--- config.mk ---
export PLATFORM = sky130hd
export DESIGN_NAME = tbt_sqrt_cell
export DESIGN_NICKNAME = d
export VERILOG_FILES = /design/src/sv/tbt_pkg.sv /design/src/sv/tbt_sqrt_cell.sv
export SDC_FILE = /design/constraint.sdc
export NUM_CORES = 1
export LEC_CHECK = 0
export ABC_AREA = 0
export CAP_MARGIN = 20
export CORE_AREA = 2 2 281 283
export CTS_CLUSTER_SIZE = 16
export DETAILED_ROUTE_END_ITERATION = 12
export DIE_AREA = 0 0 283 285
export DONT_BUFFER_PORTS = 1
export PLACE_DENSITY = 0.31
export SYNTH_ARGS = -nofsm -noshare
export SYNTH_HDL_FRONTEND = slang
export SYNTH_SLANG_ARGS = --single-unit
export TNS_END_PERCENT = 5
--- constraint.sdc ---
create_clock -name aclk -period 3.7 [get_ports aclk]
set_input_delay 0.74 -clock aclk [delete_from_list [all_inputs] [get_ports aclk]]
set_output_delay 0.74 -clock aclk [all_outputs]
set_load 0.03 [all_outputs]
--- src/sv/tbt_pkg.sv ---
// shared widths, sideband types and the output limit function for two_body_t_range
// no dependencies

package tbt_pkg;

    localparam int IN_W   = 28;   // squared mass / energy field
    localparam int OUT_W  = 31;   // signed t limits
    localparam int LAM_W  = 60;   // signed kallen function and product term
    localparam int MAG_W  = 59;   // kallen magnitude
    localparam int RAD_W  = 118;  // kallen product, radicand of the root
    localparam int ROOT_W = RAD_W / 2;
    localparam int REM_W  = ROOT_W + 1;
    localparam int NUM_W  = 60;   // magnitude of product term +/- root
    localparam int DIV_W  = IN_W + 1;
    localparam int T_W    = 62;

    localparam logic signed [T_W-1:0] T_HI = 62'sd1073741823;
    localparam logic signed [T_W-1:0] T_LO = -62'sd1073741824;

    typedef struct packed {
        logic signed [LAM_W-1:0] prod;
        logic [IN_W-1:0]         s;
        logic [IN_W:0]           base;
        logic                    inv;
    } side_t;

    localparam int SIDE_W = $bits(side_t);

    typedef struct packed {
        logic [IN_W:0] base;
        logic          inv;
        logic          neg;
    } lo_side_t;

    localparam int LO_SIDE_W = $bits(lo_side_t);

    // base - (+/-q), saturated to the output range
    function automatic logic [OUT_W-1:0] tbt_limit(input logic [IN_W:0] base,
                                                   input logic neg,
                                                   input logic [NUM_W-1:0] q);
        logic signed [T_W-1:0] qs;
        logic signed [T_W-1:0] t;
        qs = neg ? -$signed({2'b00, q}) : $signed({2'b00, q});
        t  = $signed({33'd0, base}) - qs;
        if (t > T_HI) begin
            t = T_HI;
        end else if (t < T_LO) begin
            t = T_LO;
        end
        return t[OUT_W-1:0];
    endfunction

endpackage

--- src/sv/tbt_sqrt_cell.sv ---
// one digit cell of the integer square root chain, two radicand bits per cell
// depends on tbt_pkg

module tbt_sqrt_cell import tbt_pkg::*; (
    input  logic              aclk,
    input  logic              aresetn,
    input  logic              en,
    input  logic              in_valid,
    input  logic [RAD_W-1:0]  in_rad,
    input  logic [REM_W-1:0]  in_rem,
    input  logic [ROOT_W-1:0] in_root,
    input  logic [SIDE_W-1:0] in_side,
    output logic              out_valid,
    output logic [RAD_W-1:0]  out_rad,
    output logic [REM_W-1:0]  out_rem,
    output logic [ROOT_W-1:0] out_root,
    output logic [SIDE_W-1:0] out_side
);

    logic [REM_W+1:0] rem_sh;
    logic [REM_W+1:0] trial;
    logic [REM_W+1:0] diff;
    logic             ge;

    logic              valid_reg;
    logic [RAD_W-1:0]  rad_reg;
    logic [REM_W-1:0]  rem_reg;
    logic [ROOT_W-1:0] root_reg;
    logic [SIDE_W-1:0] side_reg;

    always_comb begin
        rem_sh = {in_rem, in_rad[RAD_W-1 -: 2]};
        trial  = {1'b0, in_root, 2'b01};
        ge     = (rem_sh >= trial);
        diff   = rem_sh - trial;
    end

    always_ff @(posedge aclk) begin
        if (!aresetn) begin
            valid_reg <= 1'b0;
        end else if (en) begin
            valid_reg <= in_valid;
        end
    end

    always_ff @(posedge aclk) begin
        if (en) begin
            rad_reg  <= {in_rad[RAD_W-3:0], 2'b00};
            rem_reg  <= ge ? diff[REM_W-1:0] : rem_sh[REM_W-1:0];
            root_reg <= {in_root[ROOT_W-2:0], ge};
            side_reg <= in_side;
        end
    end

    assign out_valid = valid_reg;
    assign out_rad   = rad_reg;
    assign out_rem   = rem_reg;
    assign out_root  = root_reg;
    assign out_side  = side_reg;

endmodule

==> metrics.md, run 1 <==
| Metric | Value |
|---|---|
| Top post-synthesis cells by area | `edfxtp_1 (68%), ha_1 (4.9%), nand2_1 (2.8%)` |
| Final Hold Viols | `0` |
| DIE HEIGHT | `roughly 290 µm` |
| Initial Util | `0.199` |
| Final Wtd Congestion | `0.838` |
| Num rows | `approximately 100` |
| Max-Cap Viols | `0` |
| Leak | `just under 7 nW` |
| Worst Tran Pin Value | `about 1.1 ns` |
| Area of the multi-input gates | `roughly 4400 µm²` |
| Post-synthesis register bit count | `354` |
| IO Count | `~700` |
| Port-buffer cells | `0` |
| First-pass GRT wire length | `about 88 mm` |
| Detailed Place HPWL | `about 54 mm` |
| CP dominant cell by count | `buf_4` |
| Post-CTS setup-driven buffer insertion count | `0` |
| DR vias/cell | `around 4.3` |
| Critical Path End Type | `flop` |
| Endpoints failing setup | `0` |
| Die Area | `roughly 80000 µm²` |
| Sum of routed wire length over all layers | `about 67 mm` |
| H-tree levels | `2` |
| Total track usage | `0.158` |
| Initial antenna violation count | `32` |
| First-pass iteration count of the detailed router | `4` |
| FF/Latch Area | `around 11000 µm²` |
| Cells on Worst Hold Path | `0` |
| Worst Hold Class | `in -> reg` |
| Sequential-to-total area share from yosys stat | `0.684` |
| Period utilization | `0.850` |
| R2R Setup Slk | `between 2 and 3 ns` |
| CTS clk-pin slew, worst paths | `roughly 0.060 ns` |
| Clk root buf | `clkbuf_16` |
| Largest stage delay on the critical path | `approximately 0.54 ns` |
| Minimum clock period | `3.14 ns` |
| 1st-iter DRT viols | `approximately 600` |
| Status | `completed` |
| Relative slew slack | `0.276` |
| Setup CP Type | `in -> reg` |
| Met3 wire len | `just over 7 mm` |
| CTS tree | `yes` |
| P&R area growth vs syn | `20.2%` |
| Cell chain of the critical path | `inv_1, ha_1, a211oi_2, nand2_1, o211ai_2, a21boi_2, a2111oi_2, o31ai_1, buf_4, o21ai_4, buf_4, o21ai_0` |
| Launch point of the worst reg-to-reg path | `out_valid$_SDFFE_PN0P_` |
| Antenna viol nets, final | `0` |
| WP data arrival | `approximately 3.4 ns` |
| Pins over their slew limit | `0` |
| Worst EP required | `4.00 ns` |
| Post-synth EDFFs | `~350` |
| Post_cts resized | `0` |
| Syn avg cell area | `approximately 14 µm²` |
| Main synth FF type | `edfxtp_1` |
| Topmost layer with routed signal wires | `met5` |
| Design area | `between 15000 and 20000 µm²` |
| Largest net degree at the start of global routing | `roughly 360` |
| RSZ-0062 raised after global routing | `false` |
| Vias in the first global route | `approximately 10000` |
| Slowest cell on the critical path | `a2111oi_2` |
| Critical Path Fanout Max | `22` |
| Worst VDD drop | `about 0.00026 V` |
| Fin nets | `about 1600` |
| M1 wire length | `23.7 mm` |
| Post-synthesis instance area | `roughly 16000 µm²` |
| Reg2reg path depth | `2` |
| Final clock skew | `0 ns` |
| Cells after Synth | `around 1100` |
| Longest Clk Path Bufs | `3` |
| Distinct cells, synth | `74` |
| Startpoint Class | `input port` |
| Async set or reset register ratio after synthesis | `0` |
| Clock sinks | `between 300 and 400` |
| Placement Cell Area | `17300 µm²` |
| Routed wl met2 | `between 30 and 40 mm` |
| Power per cell area | `~610 nW/µm²` |
| Worst Min Path Start | `in_side[86]` |
| Num CTS Buffers | `43` |
| Global route total overflow | `0` |
| Clock Latency Late Sink | `0.59 ns` |
| Average wire per cell in the routed design | `around 29 µm` |
| Synth top area share | `0.682` |
| DRC Markers | `0` |
| Top cell type by total area after synthesis | `edfxtp_1` |
| Share of layout cells above drive strength 1 | `0.139` |
| Filler cells | `slightly above 8000` |
| Vias after detailed routing | `approximately 10000` |
| Die W | `283 µm` |
| YS warnings | `0` |
| Highest clock rate | `~320 MHz` |
| Core ar. | `around 78000 µm²` |
| Worst R2R End | `out_valid$_SDFFE_PN0P_` |
| Hold buffer count at CTS | `0` |
| Total power | `~11 mW` |
| Hold path endpoint | `out_side[86]$_DFFE_PP_` |
==> cell families (layout without fill, tap and decap cells) <==
logic type	Yosys count	in the layout	share of synthesized area
xor+xnor	51	51	0.0288
mux	7	7	0.00467
other cells	1	10	0.000241
simple gates	252	252	0.0766
compound gates	285	285	0.124
buf+inv	117	230	0.0329
flops	354	354	0.684
fa+ha+maj	61	61	0.0491
==> stage by stage <==
step / std cells / hold WS, ns / setup WS [ns] / setup TNS, ns / util
6_report: 2300 / 0.245 / 0.556 / 0 / 0.239
5_1_grt: 2292 / 0.206 / 0.187 / 0 / 0.239
4_1_cts: 2292 / 0.197 / 0.294 / 0 / 0.239
3_5_place_dp: 2215 / 0.742 / -0.333 / -7.57 / 0.222
3_3_place_gp: 2215 / 0.744 / -0.346 / -7.86 / 0.222
2_1_floorplan: 1129 / 0.640 / 0.619 / 0 / -
==> synth_stat cells (7+ instances only) <==
master	count
and3_1	11
o211ai_1	8
ha_1	61
a21oi_1	70
edfxtp_1	353
xor2_1	22
a211oi_1	11
nor2_1	44
a21o_1	30
inv_1	73
o21ai_1	7
o21ai_0	82
nor3_1	14
clkbuf_1	16
buf_2	18
nand2_1	117
nand4_1	12
o21bai_1	14
nand3_1	14
xnor2_1	29
nand2b_1	9
==> worst max path at each step <==
stage | startpoint | endpoint | slack (ns) | cells after the start
floorplan | in_root[7] | out_rem[47]$_DFFE_PP_ | 0.62 | 13
global placement | in_root[36] | out_rem[55]$_DFFE_PP_ | -0.35 | 13
detailed placement | in_root[36] | out_rem[55]$_DFFE_PP_ | -0.33 | 13
CTS | in_root[36] | out_rem[55]$_DFFE_PP_ | 0.29 | 13
global route | in_root[36] | out_rem[55]$_DFFE_PP_ | 0.19 | 13
finish | in_root[18] | out_rem[31]$_DFFE_PP_ | 0.56 | 12
==> area by class of cell <==
type,instances,share of cell area
flip-flops and latches,354,0.569
multi-input cells,658,0.236
well taps,1050,0.0704
clock buffers,52,0.0594
repair buffers,80,0.0348
inverters,73,0.0147
clock inverters,25,0.0144
diodes,8,0.00107
==> layer usage <==
layer,global-route usage,vias up
met4,0.0461,14
li1,-,4402
met2,0.279,457
met5,0,-
met3,0.0721,91
met1,0.167,4876
==> cells in the final DEF, fill, tap and decap left out, types with 6 or more instances in the layout <==
cell       count
o21ai_0       82
ha_1          61
clkinv_1       7
nor4_1         6
nand4_1       12
nand2_1      117
o21bai_1      14
o21a_1         6
a211oi_1      11
clkbuf_16     43
a21o_1        30
o21ai_1        7
buf_4         76
nor3_1        14
and3_1        11
nor2_1        44
a21oi_1       70
o211ai_1       8
edfxtp_1     353
xor2_1        22
inv_1         73
nand2b_1       9
nand3_1       14
diode_2        8
clkbuf_1       9
xnor2_1       29
clkinv_2       6
==> where the power goes <==
part / switching, mW / leakage [nW] / internal [mW]
logic: 0.658 / 2.65 / 0.464
registers: 1.04 / 3.46 / 4.91
clock network: 1.79 / 0.677 / 2.44
==> registers in the layout (all words and copies together) (netlist names) <==
register and count:
out_rad 116, out_rem 60, out_root 59, out_side 118, out_valid 1
==> worst max-delay path: cells and delay by family <==
family	cells	cell delay [ns]
and+or+nand+nor	1	0.12
buffers and inverters	3	0.48
AOI/OAI and AO/OA	7	1.70
adders and majority gates	1	0.38
Note: power is estimated with default switching activity, not from simulation.
==> run 2, diff against run 1 <==
ABC_AREA = 1   (was 0)
CORE_AREA = 2 2 280 282   (was 2 2 281 283)
DIE_AREA = 0 0 282 284   (was 0 0 283 285)
PLACE_DENSITY = 0.35   (was 0.31)
clock period = 2.87 ns   (was 3.7 ns; I/O delays follow)
==> run 2 against run 1 <==
  * Via count increased by 29%
  * Routed wire length up 19%
  * Cell count is 34% higher
==> metrics.md, run 2 <==
| Metric | Value |
|---|---|
| Hold_ws | `around 0.1 ns` |
| Largest stage delay on the critical path | `roughly 0.52 ns` |
| Top cell type by total area after synthesis | `edfxtp_1` |
| Launch point of the worst reg-to-reg path | `out_valid$_SDFFE_PN0P_` |
| Sum of routed wire length over all layers | `about 80 mm` |
| Share of layout cells above drive strength 1 | `0.108` |
| H-tree levels | `2` |
| Endpoints failing setup | `0` |
| Sw Ratio | `0.312` |
| RSZ-0062 raised after global routing | `false` |
| CTS clk-pin slew, worst paths | `about 0.06 ns` |
| Pins over their slew limit | `0` |
| Minimum clock period | `2.29 ns` |
| Fin nets | `between 2000 and 2500` |
| Critical Path End Type | `flop` |
| Core ar. | `around 77000 µm²` |
| Final Hold Viols | `0` |
| Syn avg cell area | `9.45 µm²` |
| Util after Layout | `0.273` |
| Post_cts resized | `0` |
| Sequential-to-total area share from yosys stat | `0.614` |
| Clk root buf | `clkbuf_16` |
| Async set or reset register ratio after synthesis | `0` |
| Cells on Worst Hold Path | `0` |
| Slowest cell on the critical path | `nor4b_1` |
| Vias in the first global route | `13000` |
| WP buf/inv | `4` |
| Leak | `approximately 9.7 nW` |
| First-pass iteration count of the detailed router | `5` |
| First-pass GRT wire length | `105 mm` |
| Final clock skew | `0 ns` |
| Top post-synthesis cells by area | `edfxtp_1 (61%), nand2_1 (14%), inv_1 (8.7%)` |
| CP dominant cell by count | `buf_4` |
| Total power | `between 10 and 15 mW` |
| CP top delay family | `simple AND/OR/NAND/NOR gates` |
| Most frequent cells in the layout | `nand2_1 (629), inv_1 (400), edfxtp_1 (353)` |
| Longest Clk Path Bufs | `3` |
| Cell chain of the critical path | `inv_1, ha_1, nand2_1, nor4b_1, buf_4, nand4_1, nand3_4, buf_12, buf_4, o21ai_1` |
| Relative slew slack | `0.394` |
| YS warnings | `0` |
| Antenna viol nets, final | `0` |
| DRC Markers | `0` |
| Number of stages on the worst setup path | `10` |
| Startpoint Class | `input port` |
| Global route total overflow | `0` |
| Post-synthesis instance area | `about 17000 µm²` |
| Worst EP required | `roughly 3.2 ns` |
| Total track usage | `0.192` |
| Initial Util | `0.225` |
| Final Non-Filler Cells | `3083` |
| Vias after detailed routing | `12700` |
| Most frequent cells after synthesis | `nand2_1 (629), inv_1 (400), edfxtp_1 (353)` |
| Max reg flops | `between 100 and 150` |
| Period utilization | `0.796` |
| Highest clock rate | `approximately 440 MHz` |
| Hold buffer count at CTS | `0` |
| Psw | `4.60 mW` |
| Cells after Synth | `1829` |
| Average wire per cell in the routed design | `between 20 and 30 µm` |
| Commonest non-fill, non-tap cell in the layout | `nand2_1` |
| Synth top area share | `0.613` |
| WP data arrival | `2.60 ns` |
| Max-Cap Viols | `0` |
| P&R area growth vs syn | `21.7%` |
| DIE HEIGHT | `approximately 280 µm` |
| Worst Tran Pin Value | `about 0.9 ns` |
| Critical Path Source | `in_root[3]` |
| Die W | `282 µm` |
| Main synth FF type | `edfxtp_1` |
| Final Wtd Congestion | `between 0.8 and 0.9` |
| Seq pwr share | `0.515` |
| Setup CP Type | `in -> reg` |
| Worst VDD drop | `roughly 0.00031 V` |
| Initial antenna violation count | `21` |
| 1st-iter DRT viols | `just under 700` |
| P_int | `10.2 mW` |
| Worst Hold Class | `in -> reg` |
| Num CTS Buffers | `43` |
| Port-buffer cells | `0` |
| Post-synth EDFFs | `~350` |
| Clock sinks | `between 300 and 400` |
| Placed cell count | `2998` |
| Reg2reg path depth | `2` |
| Share of total power in the clock network | `0.370` |
| CTS tree | `yes` |
| Combinational group share of total power | `0.115` |
| Status | `completed` |
| Largest net degree at the start of global routing | `~360` |
| Most common cell in the synthesized netlist | `nand2_1` |
| Detailed Place HPWL | `about 66 mm` |
| Post-synthesis register bit count | `between 300 and 400` |
| Post-CTS setup-driven buffer insertion count | `0` |
| IO Count | `715` |
| Critical Path Fanout Max | `22` |
| Clock Latency Late Sink | `between 0.5 and 0.6 ns` |
| DR vias/cell | `4.13` |
| Die Area | `between 80000 and 90000 µm²` |
| Distinct cells, synth | `32` |
| Power per cell area | `between 700 and 800 nW/µm²` |
| Num rows | `slightly above 100` |
| Worst Min Path Start | `in_side[107]` |
run 2: per-stage QoR:
stage          setup WS, ns  area [µm²]  TNS, ns
6_report              0.584       21000        0
5_1_grt               0.381       21000        0
4_1_cts               0.494       21000        0
3_5_place_dp         -0.109       19600    -2.79
3_3_place_gp        -0.0881       19600    -2.28
2_1_floorplan         0.508       17300        0
run 2: kinds of logic after synthesis:
group,Yosys count,share of synthesized area
simple gates,866,0.202
xor+xnor,30,0.0152
flops,354,0.614
buf+inv,421,0.0956
fa+ha+maj,61,0.0441
compound gates,96,0.0287
other cells,1,0.000217
run 2: final timing paths:
check                            endpoint  slack (ns)
hold / removal    out_side[107]$_DFFE_PP_         0.1
setup / recovery     out_rem[5]$_DFFE_PP_        0.58
hold reg to reg    out_valid$_SDFFE_PN0P_        0.91
setup reg to reg   out_valid$_SDFFE_PN0P_        1.65
run 2: power groups by stage:
stage / logic (mW) / clock network (mW) / registers (mW)
after floorplan: 1.02 / 0 / 7.44
after global placement: 1.73 / 0 / 7.76
after detailed placement: 1.73 / 0 / 7.74
after CTS: 1.74 / 5.68 / 7.65
after global routing: 1.93 / 5.86 / 7.64
final: 1.70 / 5.46 / 7.60
run 2: layout make-up:
cell class,instances,area (µm²)
Fill cell,8218,55900
Sequential cell,354,10600
Multi-Input combinational cell,1055,5030
Inverter,402,1510
Tap cell,1040,1300
Timing Repair Buffer,147,1170
Clock buffer,53,1110
Clock inverter,24,278
Antenna cell,8,20.0
run 2: per-layer routing:
metal  routed length, µm  track usage
met1               29500        0.205
met2               42100        0.363
met3                6210       0.0606
met4                1710       0.0415
met5                 157            0
run 2: worst reg2reg max path: stages, from the launching register on:
cell	delay [ns]
dfxtp_1	0.79
o21ai_0	0.20
a21oi_1	0.15
