`src/sv/tbt_pkg.sv`:
```
// shared widths, sideband types and the output limit function for two_body_t_range
// no dependencies

package tbt_pkg;

    localparam int IN_W   = 28;   // squared mass / energy field
    localparam int OUT_W  = 31;   // signed t limits
    localparam int LAM_W  = 60;   // signed kallen function and product term
    localparam int MAG_W  = 59;   // kallen magnitude
    localparam int RAD_W  = 118;  // kallen product, radicand of the root
    localparam int ROOT_W = RAD_W / 2;
    localparam int REM_W  = ROOT_W + 1;
    localparam int NUM_W  = 60;   // magnitude of product term +/- root
    localparam int DIV_W  = IN_W + 1;
    localparam int T_W    = 62;

    localparam logic signed [T_W-1:0] T_HI = 62'sd1073741823;
    localparam logic signed [T_W-1:0] T_LO = -62'sd1073741824;

    typedef struct packed {
        logic signed [LAM_W-1:0] prod;
        logic [IN_W-1:0]         s;
        logic [IN_W:0]           base;
        logic                    inv;
    } side_t;

    localparam int SIDE_W = $bits(side_t);

    typedef struct packed {
        logic [IN_W:0] base;
        logic          inv;
        logic          neg;
    } lo_side_t;

    localparam int LO_SIDE_W = $bits(lo_side_t);

    // base - (+/-q), saturated to the output range
    function automatic logic [OUT_W-1:0] tbt_limit(input logic [IN_W:0] base,
                                                   input logic neg,
                                                   input logic [NUM_W-1:0] q);
        logic signed [T_W-1:0] qs;
        logic signed [T_W-1:0] t;
        qs = neg ? -$signed({2'b00, q}) : $signed({2'b00, q});
        t  = $signed({33'd0, base}) - qs;
        if (t > T_HI) begin
            t = T_HI;
        end else if (t < T_LO) begin
            t = T_LO;
        end
        return t[OUT_W-1:0];
    endfunction

endpackage

```
`src/sv/tbt_div_cell.sv`:
```
// one bit cell of the restoring divider chain, one quotient bit per cell
// depends on tbt_pkg

module tbt_div_cell import tbt_pkg::*; #(
    parameter int SIDE_W = 1
) (
    input  logic              aclk,
    input  logic              aresetn,
    input  logic              en,
    input  logic              in_valid,
    input  logic [NUM_W-1:0]  in_dq,
    input  logic [DIV_W-1:0]  in_rem,
    input  logic [DIV_W-1:0]  in_div,
    input  logic [SIDE_W-1:0] in_side,
    output logic              out_valid,
    output logic [NUM_W-1:0]  out_dq,
    output logic [DIV_W-1:0]  out_rem,
    output logic [DIV_W-1:0]  out_div,
    output logic [SIDE_W-1:0] out_side
);

    logic [DIV_W:0] r2;
    logic [DIV_W:0] diff;
    logic           ge;

    logic              valid_reg;
    logic [NUM_W-1:0]  dq_reg;
    logic [DIV_W-1:0]  rem_reg;
    logic [DIV_W-1:0]  div_reg;
    logic [SIDE_W-1:0] side_reg;

    always_comb begin
        r2   = {in_rem, in_dq[NUM_W-1]};
        ge   = (r2 >= {1'b0, in_div});
        diff = r2 - {1'b0, in_div};
    end

    always_ff @(posedge aclk) begin
        if (!aresetn) begin
            valid_reg <= 1'b0;
        end else if (en) begin
            valid_reg <= in_valid;
        end
    end

    always_ff @(posedge aclk) begin
        if (en) begin
            dq_reg   <= {in_dq[NUM_W-2:0], ge};
            rem_reg  <= ge ? diff[DIV_W-1:0] : r2[DIV_W-1:0];
            div_reg  <= in_div;
            side_reg <= in_side;
        end
    end

    assign out_valid = valid_reg;
    assign out_dq    = dq_reg;
    assign out_rem   = rem_reg;
    assign out_div   = div_reg;
    assign out_side  = side_reg;

endmodule

```
`config.mk`:
```
export PLATFORM = sky130hd
export DESIGN_NAME = tbt_div_cell
export DESIGN_NICKNAME = d
export VERILOG_FILES = /design/src/sv/tbt_pkg.sv /design/src/sv/tbt_div_cell.sv
export SDC_FILE = /design/constraint.sdc
export NUM_CORES = 1
export LEC_CHECK = 0
export ABC_CLOCK_PERIOD_IN_PS = 7000
export BUFFER_PORTS_ARGS = -buffer_cell sky130_fd_sc_hd__buf_2
export CELL_PAD_IN_SITES_DETAIL_PLACEMENT = 1
export CELL_PAD_IN_SITES_GLOBAL_PLACEMENT = 2
export CORE_ASPECT_RATIO = 0.9
export CORE_MARGIN = 8
export CORE_UTILIZATION = 33
export DETAILED_ROUTE_END_ITERATION = 8
export GPL_TIMING_DRIVEN = 0
export PLACE_DENSITY = 0.85
export SYNTH_ARGS = -nofsm -noshare
export SYNTH_HDL_FRONTEND = slang
export SYNTH_SLANG_ARGS = --single-unit
```
`constraint.sdc`:
```
create_clock -name aclk -period 7 [get_ports aclk]
set_input_delay 1.4 -clock aclk [delete_from_list [all_inputs] [get_ports aclk]]
set_output_delay 1.4 -clock aclk [all_outputs]
set_load 0.005 [all_outputs]
```
==> results.cfg, run 1 <==
[timing]
layout_min_cycle_time_ps = 3950
rsz0062_at_grt = no
finalHoldViolations = 0
period_share_pct = 56.42
slew_violations = 0
setup_viol = 0
tightest_slew_ps = 625.8
tns_ps = 0
fmaxAchievable_mhz = 253.2
hold_slack_ps = 548.6
finalClockSkew_ps = 0
relSlewSlack_pct = 58.28

[floorplanning]
die_h_microns = 141.3
rows = 46
initial_core_util_pct = 33.12
die_w_microns = 155.2
num_io_pins = 243
coreArea_sq_um = 17380
die_area_sq_um = 21930

[clocking]
h-tree-depth = 4
insertion_delay_ps = 410
cts_hold_buffers = 0
cts_tree = done
postCtsSetupRepairBufs = 0
clk_pin_slew_worst_paths_ps = 60
cts_resized = 0
root_buffer = clkbuf_16
cts_buffers = 17
cts.path.max_buffers = 2
clkSinkCount = 120

[global_routing]
grt_max_degree = 78
grt_pass1_vias = 4727
grtUsageTotal_pct = 17.39
grt_pass1_wl_microns = 28940
antenna_found_initial = 7
grt_overflow_total = 0

[yosys]
avgSynthCellArea_sq_um = 13.23
synth_ff_type = edfxtp_1
syn_inst = 435
synth.distinct_cells = 51
syn_nets = 588
yosys_warnings = 0
synth.cell_area_sq_um = 5757
async_flop_share_pct = 0
ys_seq_area_share_pct = 62.42
synth-edff-count = 119
ys_ff_latch = 120

[worst_setup_path]
criticalPathCategory = input pin to flop
worstPathCellList = buf_2 > inv_1 > ha_1 > inv_1 > fa_1 > a21oi_1 > o21ai_0 > a21oi_1 > o221ai_1 > o2111ai_1 > nand3_1 > buf_2 > mux2_1
critical_path_buf_inv_count = 4
cp_slowest_cell = fa_1
cp_slowest_stage_delay_ps = 400
crit_path_start_kind = input pin
cp.arrival_ps = 4100
crit_family = compound AO/OA/AOI/OAI gates
cp-end-kind = flop
worst-endpoint-required_ps = 7150
crit_fanout = 10

[placed_design]
dp.final_hpwl_microns = 15770
place_area_sq_um = 7298
gp_congestion = 0.9411
io_buffers = 242

[hold_path]
hold_class = flop to flop

[power_and_ir_drop]
ir_drop_mv = 0.1803
p_total_mw = 2.173
p_leak_nw = 3.563
power.density_nw_per_um2 = 274.2

[route]
via_count = 4566
drt_iter0_markers = 191
dr.pass1.iters = 4
drc = 0
wl_microns = 19540
post_drt_wl_per_cell_microns = 20.54
viasPerCell = 4.801
ant_nets = 0

[run_status]
status = finished, final reports clean

[cells_and_area]
nets = 850
final_area_sq_um = 7926
layout_commonest_cell = buf_2
layout_common_cells = buf_2 (247), edfxtp_1 (119), inv_1 (40)
area_growth_pct = 37.69
drive_above_1_share_pct = 39.92
final_core_util_pct = 45.60

[run]
drv_cap = 0
## path summary, 6_finish.rpt
check	start	end	slack (ps)	depth (start not counted)
worst max-delay path	in_dq[59]	out_rem[24]$_DFFE_PP_	3050	13
worst min-delay path	out_valid$_SDFFE_PN0P_	out_valid$_SDFFE_PN0P_	550	2
worst max register to register	out_valid$_SDFFE_PN0P_	out_valid$_SDFFE_PN0P_	6390	2
worst min register to register	out_valid$_SDFFE_PN0P_	out_valid$_SDFFE_PN0P_	550	2
## kinds of logic after synthesis
logic type,after synthesis,synth area share (%)
simple gates,92,7.846
fa+ha+maj,30,6.651
buf+inv,51,3.456
xor+xnor,21,3.195
mux,30,5.825
compound gates,91,10.61
flops,120,62.42
## registers in the layout, summed over array words and instances, names as in the netlist
signal,count
out_div,29
out_dq,60
out_rem,29
out_side,1
out_valid,1
## power by group
part | total [mW] | internal (mW) | leakage [nW] | switching, mW
combinational | 0.354 | 0.158 | 2.09 | 0.196
sequential | 0.893 | 0.876 | 1.17 | 0.0169
clock | 0.927 | 0.597 | 0.302 | 0.330
total | 2.17 | 1.63 | 3.56 | 0.543
## worst min-delay path: stages (launching register included)
cell,delay [ps]
dfxtp_1,310
mux2i_1,130
nor2b_1,60
## routing by layer
| layer | part of all wire (%) | GRT usage [%] | up-vias | wire, microns |
|---|---|---|---|---|
| met3 | 7.5 | 6.780 | 26 | 1457 |
| met2 | 49 | 29.43 | 150 | 9503 |
| met4 | 0.94 | 3.929 | 12 | 184 |
| met5 | 0.45 | 0 | - | 87 |
| li1 | - | - | 2162 | - |
| met1 | 43 | 20.56 | 2216 | 8303 |
## layout make-up
cell class                      instances  area (sq um)
Fill cell                            1924          9455
Sequential cell                       120          3593
Multi-Input combinational cell        264          1964
Timing Repair Buffer                  243          1241
Clock buffer                           17         425.4
Tap cell                              240         300.3
Clock inverter                         14         197.7
Inverter                               40         150.1
Buffer                                 11         48.80
Antenna cell                            2         5.005
## synth_stat cells (4+ instances only)
library cell  instances  share of area, %
edfxtp_1            119                62
inv_1                40               2.6
ha_1                 29               6.3
nand2_1              29               1.9
mux2_1               27               5.3
a21oi_1              24               2.1
nor2_1               18               1.2
a21o_1               16               2.1
o21ai_0              12               1.0
xor2_1               11               1.7
and3_1               10               1.1
xnor2_1              10               1.5
nand3_1               9              0.78
a31oi_1               7              0.76
buf_2                 6              0.52
clkbuf_1              5              0.33
nor2b_1               5              0.54
nor3_1                5              0.43
and2_1                4              0.43
o21bai_1              4              0.52
## through the flow
step                instances  setup slack, ps
global route              950             2848
detailed placement        918             2580
floorplan                 435             3239
global placement          917             2579
finish                    951             3050
CTS                       949             3021
No activity file was read; power rests on OpenSTA's default activity.
==> run 2: changes to the inputs <==
--- a/config.mk
+++ b/config.mk
@@ -5,16 +5,16 @@
 export SDC_FILE = /design/constraint.sdc
 export NUM_CORES = 1
 export LEC_CHECK = 0
-export ABC_CLOCK_PERIOD_IN_PS = 7000
+export ABC_CLOCK_PERIOD_IN_PS = 3600
 export BUFFER_PORTS_ARGS = -buffer_cell sky130_fd_sc_hd__buf_2
 export CELL_PAD_IN_SITES_DETAIL_PLACEMENT = 1
 export CELL_PAD_IN_SITES_GLOBAL_PLACEMENT = 2
 export CORE_ASPECT_RATIO = 0.9
 export CORE_MARGIN = 8
-export CORE_UTILIZATION = 33
+export CORE_UTILIZATION = 27
 export DETAILED_ROUTE_END_ITERATION = 8
 export GPL_TIMING_DRIVEN = 0
-export PLACE_DENSITY = 0.85
+export PLACE_DENSITY = 0.74
 export SYNTH_ARGS = -nofsm -noshare
 export SYNTH_HDL_FRONTEND = slang
 export SYNTH_SLANG_ARGS = --single-unit
==> constraint.sdc (replaced) <==
create_clock -name aclk -period 3.6 [get_ports aclk]
set_input_delay 0.72 -clock aclk [delete_from_list [all_inputs] [get_ports aclk]]
set_output_delay 0.72 -clock aclk [all_outputs]
set_load 0.005 [all_outputs]
==> results.cfg, run 2 (synthesis gave the netlist of run 1 again) <==
[run_status]
status = finished, final reports clean

[route]
post_drt_wl_per_cell_microns = 19.19
wl_microns = 19170
dr.pass1.iters = 6
drc = 0
viasPerCell = 4.559
ant_nets = 0
drt_iter0_markers = 171
via_count = 4554

[timing]
rsz0062_at_grt = no
tightest_slew_ps = 443.7
period_share_pct = 89.32
finalClockSkew_ps = 0
finalHoldViolations = 0
fmaxAchievable_mhz = 311.0
relSlewSlack_pct = 70.42
fin_ws_ps = 384.5
layout_min_cycle_time_ps = 3216
hold_slack_ps = 472.3
setup_viol = 0
slew_violations = 0

[worst_setup_path]
criticalPathCategory = input pin to flop
cp_slowest_stage_delay_ps = 410
cp_slowest_cell = fa_1
r2r_start = out_valid$_SDFFE_PN0P_
worst-endpoint-required_ps = 3760
critical_path_buf_inv_count = 4
crit_fanout = 10
crit_start = in_dq[59]
crit_family = compound AO/OA/AOI/OAI gates
crit_path_start_kind = input pin
worstPathCellList = buf_2 > inv_1 > ha_1 > inv_1 > fa_1 > a21oi_1 > o21ai_0 > a21oi_2 > o221ai_1 > o2111ai_1 > nand3_1 > buf_2 > mux2_1
cp-end-kind = flop
cp.arrival_ps = 3370

[clocking]
root_buffer = clkbuf_16
h-tree-depth = 4
cts_buffers = 17
clkSinkCount = 120
cts.path.max_buffers = 2
clk_pin_slew_worst_paths_ps = 70
insertion_delay_ps = 420
cts_tree = done

[cells_and_area]
nets = 850
area_growth_pct = 38.56
largest_reg_flops = 60
finalNonFillerCells = 999
layout_commonest_cell = buf_2
drive_above_1_share_pct = 40.28
layout_common_cells = buf_2 (247), edfxtp_1 (119), inv_1 (40)

[floorplanning]
die_area_sq_um = 26260
coreArea_sq_um = 20830
die_h_microns = 154.5
num_io_pins = 243
rows = 50
initial_core_util_pct = 27.63
die_w_microns = 169.9

[hold_path]
hp-start = in_dq[14]
hold_class = input pin to flop

[placed_design]
place_inst = 964
gp_congestion = 0.8560
io_buffers = 242
dp.final_hpwl_microns = 15330
place_ws_ps = -240.1

[run]
drv_cap = 0

[power_and_ir_drop]
ir_drop_mv = 0.2382
power.density_nw_per_um2 = 525.7
p_leak_nw = 3.565
p_total_mw = 4.193

[global_routing]
grt_pass1_wl_microns = 28950
grt_pass1_vias = 4829
grt_overflow_total = 0
grt_max_degree = 78
grtUsageTotal_pct = 14.49
antenna_found_initial = 5
==> run 2: cell count changes in the layout (fill, tap and decap cells not counted) <==
cell	before	now
a21oi_2	0	1
clkinv_1	1	0
buf_4	1	0
clkinv_4	4	2
buf_6	0	1
clkinvlp_4	1	0
diode_2	2	3
inv_8	0	4
a21oi_1	24	23
bufinv_16	4	2
inv_6	3	6
==> run 2: final timing paths <==
kind / end / slack (ps) / depth (start not counted)
max: out_rem[10]$_DFFE_PP_ / 380 / 13
min: out_dq[15]$_DFFE_PP_ / 470 / 1
max reg2reg: out_valid$_SDFFE_PN0P_ / 3000 / 2
min reg2reg: out_valid$_SDFFE_PN0P_ / 530 / 2
==> run 2: per-stage QoR <==
stage                     setup TNS [ps]  utilization, %  instance area (sq um)
after detailed placement           -5915           35.33                   7360
after global placement             -5374           35.17                   7326
final                                  0           38.29                   7976
after global routing                   0           38.25                   7969
after floorplan                        0               -                   5757
after CTS                              0           38.23                   7965
==> run 2: report_power, final <==
group | internal (mW) | total [mW] | switching (mW)
Clock | 1.05 | 1.78 | 0.724
Combinational | 0.308 | 0.684 | 0.376
Sequential | 1.70 | 1.73 | 0.0310
Total | 3.06 | 4.19 | 1.13
==> run 2: routing by layer <==
metal	up-vias	track usage [%]	part of all wire, %
met5	-	0	0.18
met4	6	3.548	0.94
met3	20	5.751	9.2
met2	166	24.03	47
met1	2198	17.31	43
li1	2164	-	-
==> run 2: repair_timing <==
action | 4_1_cts | 5_1_grt
endpoints found under the setup margin | 0 | 10
setup buffers | 0 | 0
hold buffers | 0 | 0
resized for setup | 0 | 1
==> run 2: area by class of cell <==
| type | count | area (sq um) |
|---|---|---|
| multi-input cells | 264 | 1968 |
| flip-flops and latches | 120 | 3593 |
| repair buffers | 243 | 1245 |
| well taps | 286 | 357.8 |
| clock inverters | 15 | 180.2 |
| fillers | 2354 | 12860 |
| diodes | 3 | 7.507 |
| inverters | 40 | 150.1 |
| plain buffers | 11 | 48.80 |
| clock buffers | 17 | 425.4 |
==> run 3: changes to the inputs <==
--- a/config.mk
+++ b/config.mk
@@ -14,7 +14,7 @@
 export CORE_UTILIZATION = 27
 export DETAILED_ROUTE_END_ITERATION = 8
 export GPL_TIMING_DRIVEN = 0
-export PLACE_DENSITY = 0.74
+export PLACE_DENSITY = 0.83
 export SYNTH_ARGS = -nofsm -noshare
 export SYNTH_HDL_FRONTEND = slang
 export SYNTH_SLANG_ARGS = --single-unit
==> results.cfg, run 3 (synthesis gave the netlist of run 1 again) <==
[timing]
period_share_pct = 89.96
fmaxAchievable_mhz = 308.8
slew_violations = 0
tightest_slew_ps = 461.0
finalClockSkew_ps = 0
rsz0062_at_grt = no
fin_ws_ps = 361.5
layout_min_cycle_time_ps = 3239
setup_viol = 0
finalHoldViolations = 0
relSlewSlack_pct = 69.26

[route]
drt_iter0_markers = 170
ant_nets = 0
post_drt_wl_per_cell_microns = 18.83
dr.pass1.iters = 4
wl_microns = 18740
drc = 0
viasPerCell = 4.501
via_count = 4478

[clocking]
cts_resized = 0
clkSinkCount = 120
postCtsSetupRepairBufs = 0
cts.path.max_buffers = 2
h-tree-depth = 4
cts_tree = done
clk_pin_slew_worst_paths_ps = 60
cts_buffers = 17
root_buffer = clkbuf_16
cts_hold_buffers = 0
insertion_delay_ps = 400

[cells_and_area]
final_core_util_pct = 38.37
largest_reg_flops = 60
final_area_sq_um = 7994
nets = 850
area_growth_pct = 38.86
drive_above_1_share_pct = 39.83
finalNonFillerCells = 995
fillCellCount = 2315
layout_common_cells = buf_2 (247), edfxtp_1 (119), inv_1 (40)
layout_commonest_cell = buf_2

[global_routing]
grt_pass1_wl_microns = 28220
grt_overflow_total = 0
antenna_found_initial = 6
grt_pass1_vias = 4881
grtUsageTotal_pct = 13.98
grt_max_degree = 77

[worst_setup_path]
cp-end-kind = flop
worst-endpoint-required_ps = 3750
criticalPathCategory = input pin to flop
crit_path_start_kind = input pin
crit_fanout = 10
crit_family = compound AO/OA/AOI/OAI gates
cp.arrival_ps = 3380
cp_slowest_cell = fa_1
critical_path_buf_inv_count = 4
cp_slowest_stage_delay_ps = 400
worstPathCellList = buf_2 > inv_1 > ha_1 > inv_1 > fa_1 > a21oi_1 > o21ai_0 > a21oi_2 > o221ai_1 > o2111ai_1 > nand3_1 > buf_2 > mux2_1

[placed_design]
place_ws_ps = -281.0
io_buffers = 242
dp.final_hpwl_microns = 14990
place_area_sq_um = 7360
place_inst = 964
gp_congestion = 0.7832

[floorplanning]
num_io_pins = 243
rows = 50
die_w_microns = 169.9
die_area_sq_um = 26260
coreArea_sq_um = 20830
initial_core_util_pct = 27.63
die_h_microns = 154.5

[hold_path]
hold_class = input pin to flop

[run_status]
status = finished, final reports clean

[run]
drv_cap = 0

[power_and_ir_drop]
ir_drop_mv = 0.3211
power.density_nw_per_um2 = 533.3
p_leak_nw = 3.560
p_total_mw = 4.263
## run 3: cell type report
type,instances,area [sq um],area share [%]
inverter,40,150.1,1.878
sequential,120,3593,44.95
clock buffer,17,425.4,5.322
tap,286,357.8,4.476
timing repair buffer,243,1245,15.57
clock inverter,13,202.7,2.536
antenna,1,2.502,0.03130
buffer,11,48.80,0.6104
multi-input combinational,264,1968,24.62
## run 3: worst paths after layout
path,startpoint,endpoint,slack (ps),cells past startpoint
worst max-delay path,in_dq[59],out_rem[19]$_DFFE_PP_,360,13
worst min-delay path,in_dq[51],out_dq[52]$_DFFE_PP_,490,1
worst max register to register,out_valid$_SDFFE_PN0P_,out_valid$_SDFFE_PN0P_,3020,2
worst min register to register,out_valid$_SDFFE_PN0P_,out_valid$_SDFFE_PN0P_,520,2
## run 3: worst reg2reg max path: cells and delay by family (launching register included)
family / cells / cell delay, ps
AND/OR/NAND/NOR: 1 / 60
multiplexers: 1 / 120
flip-flops: 1 / 300
## run 3: report_power, final
group / switching, mW / leakage [nW] / internal, mW
Sequential: 0.0295 / 1.17 / 1.70
Combinational: 0.373 / 2.09 / 0.308
Clock: 0.632 / 0.297 / 1.22
## run 3: per-layer routing
layer  GRT usage (%)  part of all wire [%]
met4           2.504                  0.54
met2           24.68                    49
met1           15.73                    41
met3           5.674                   8.7
met5               0                  0.42
## run 3: per-stage QoR
stage	hold WS (ps)	TNS, ps
global route	459.0	0
CTS	460.6	0
floorplan	507.3	0
detailed placement	515.0	-6451
global placement	492.7	-5182
finish	487.1	0
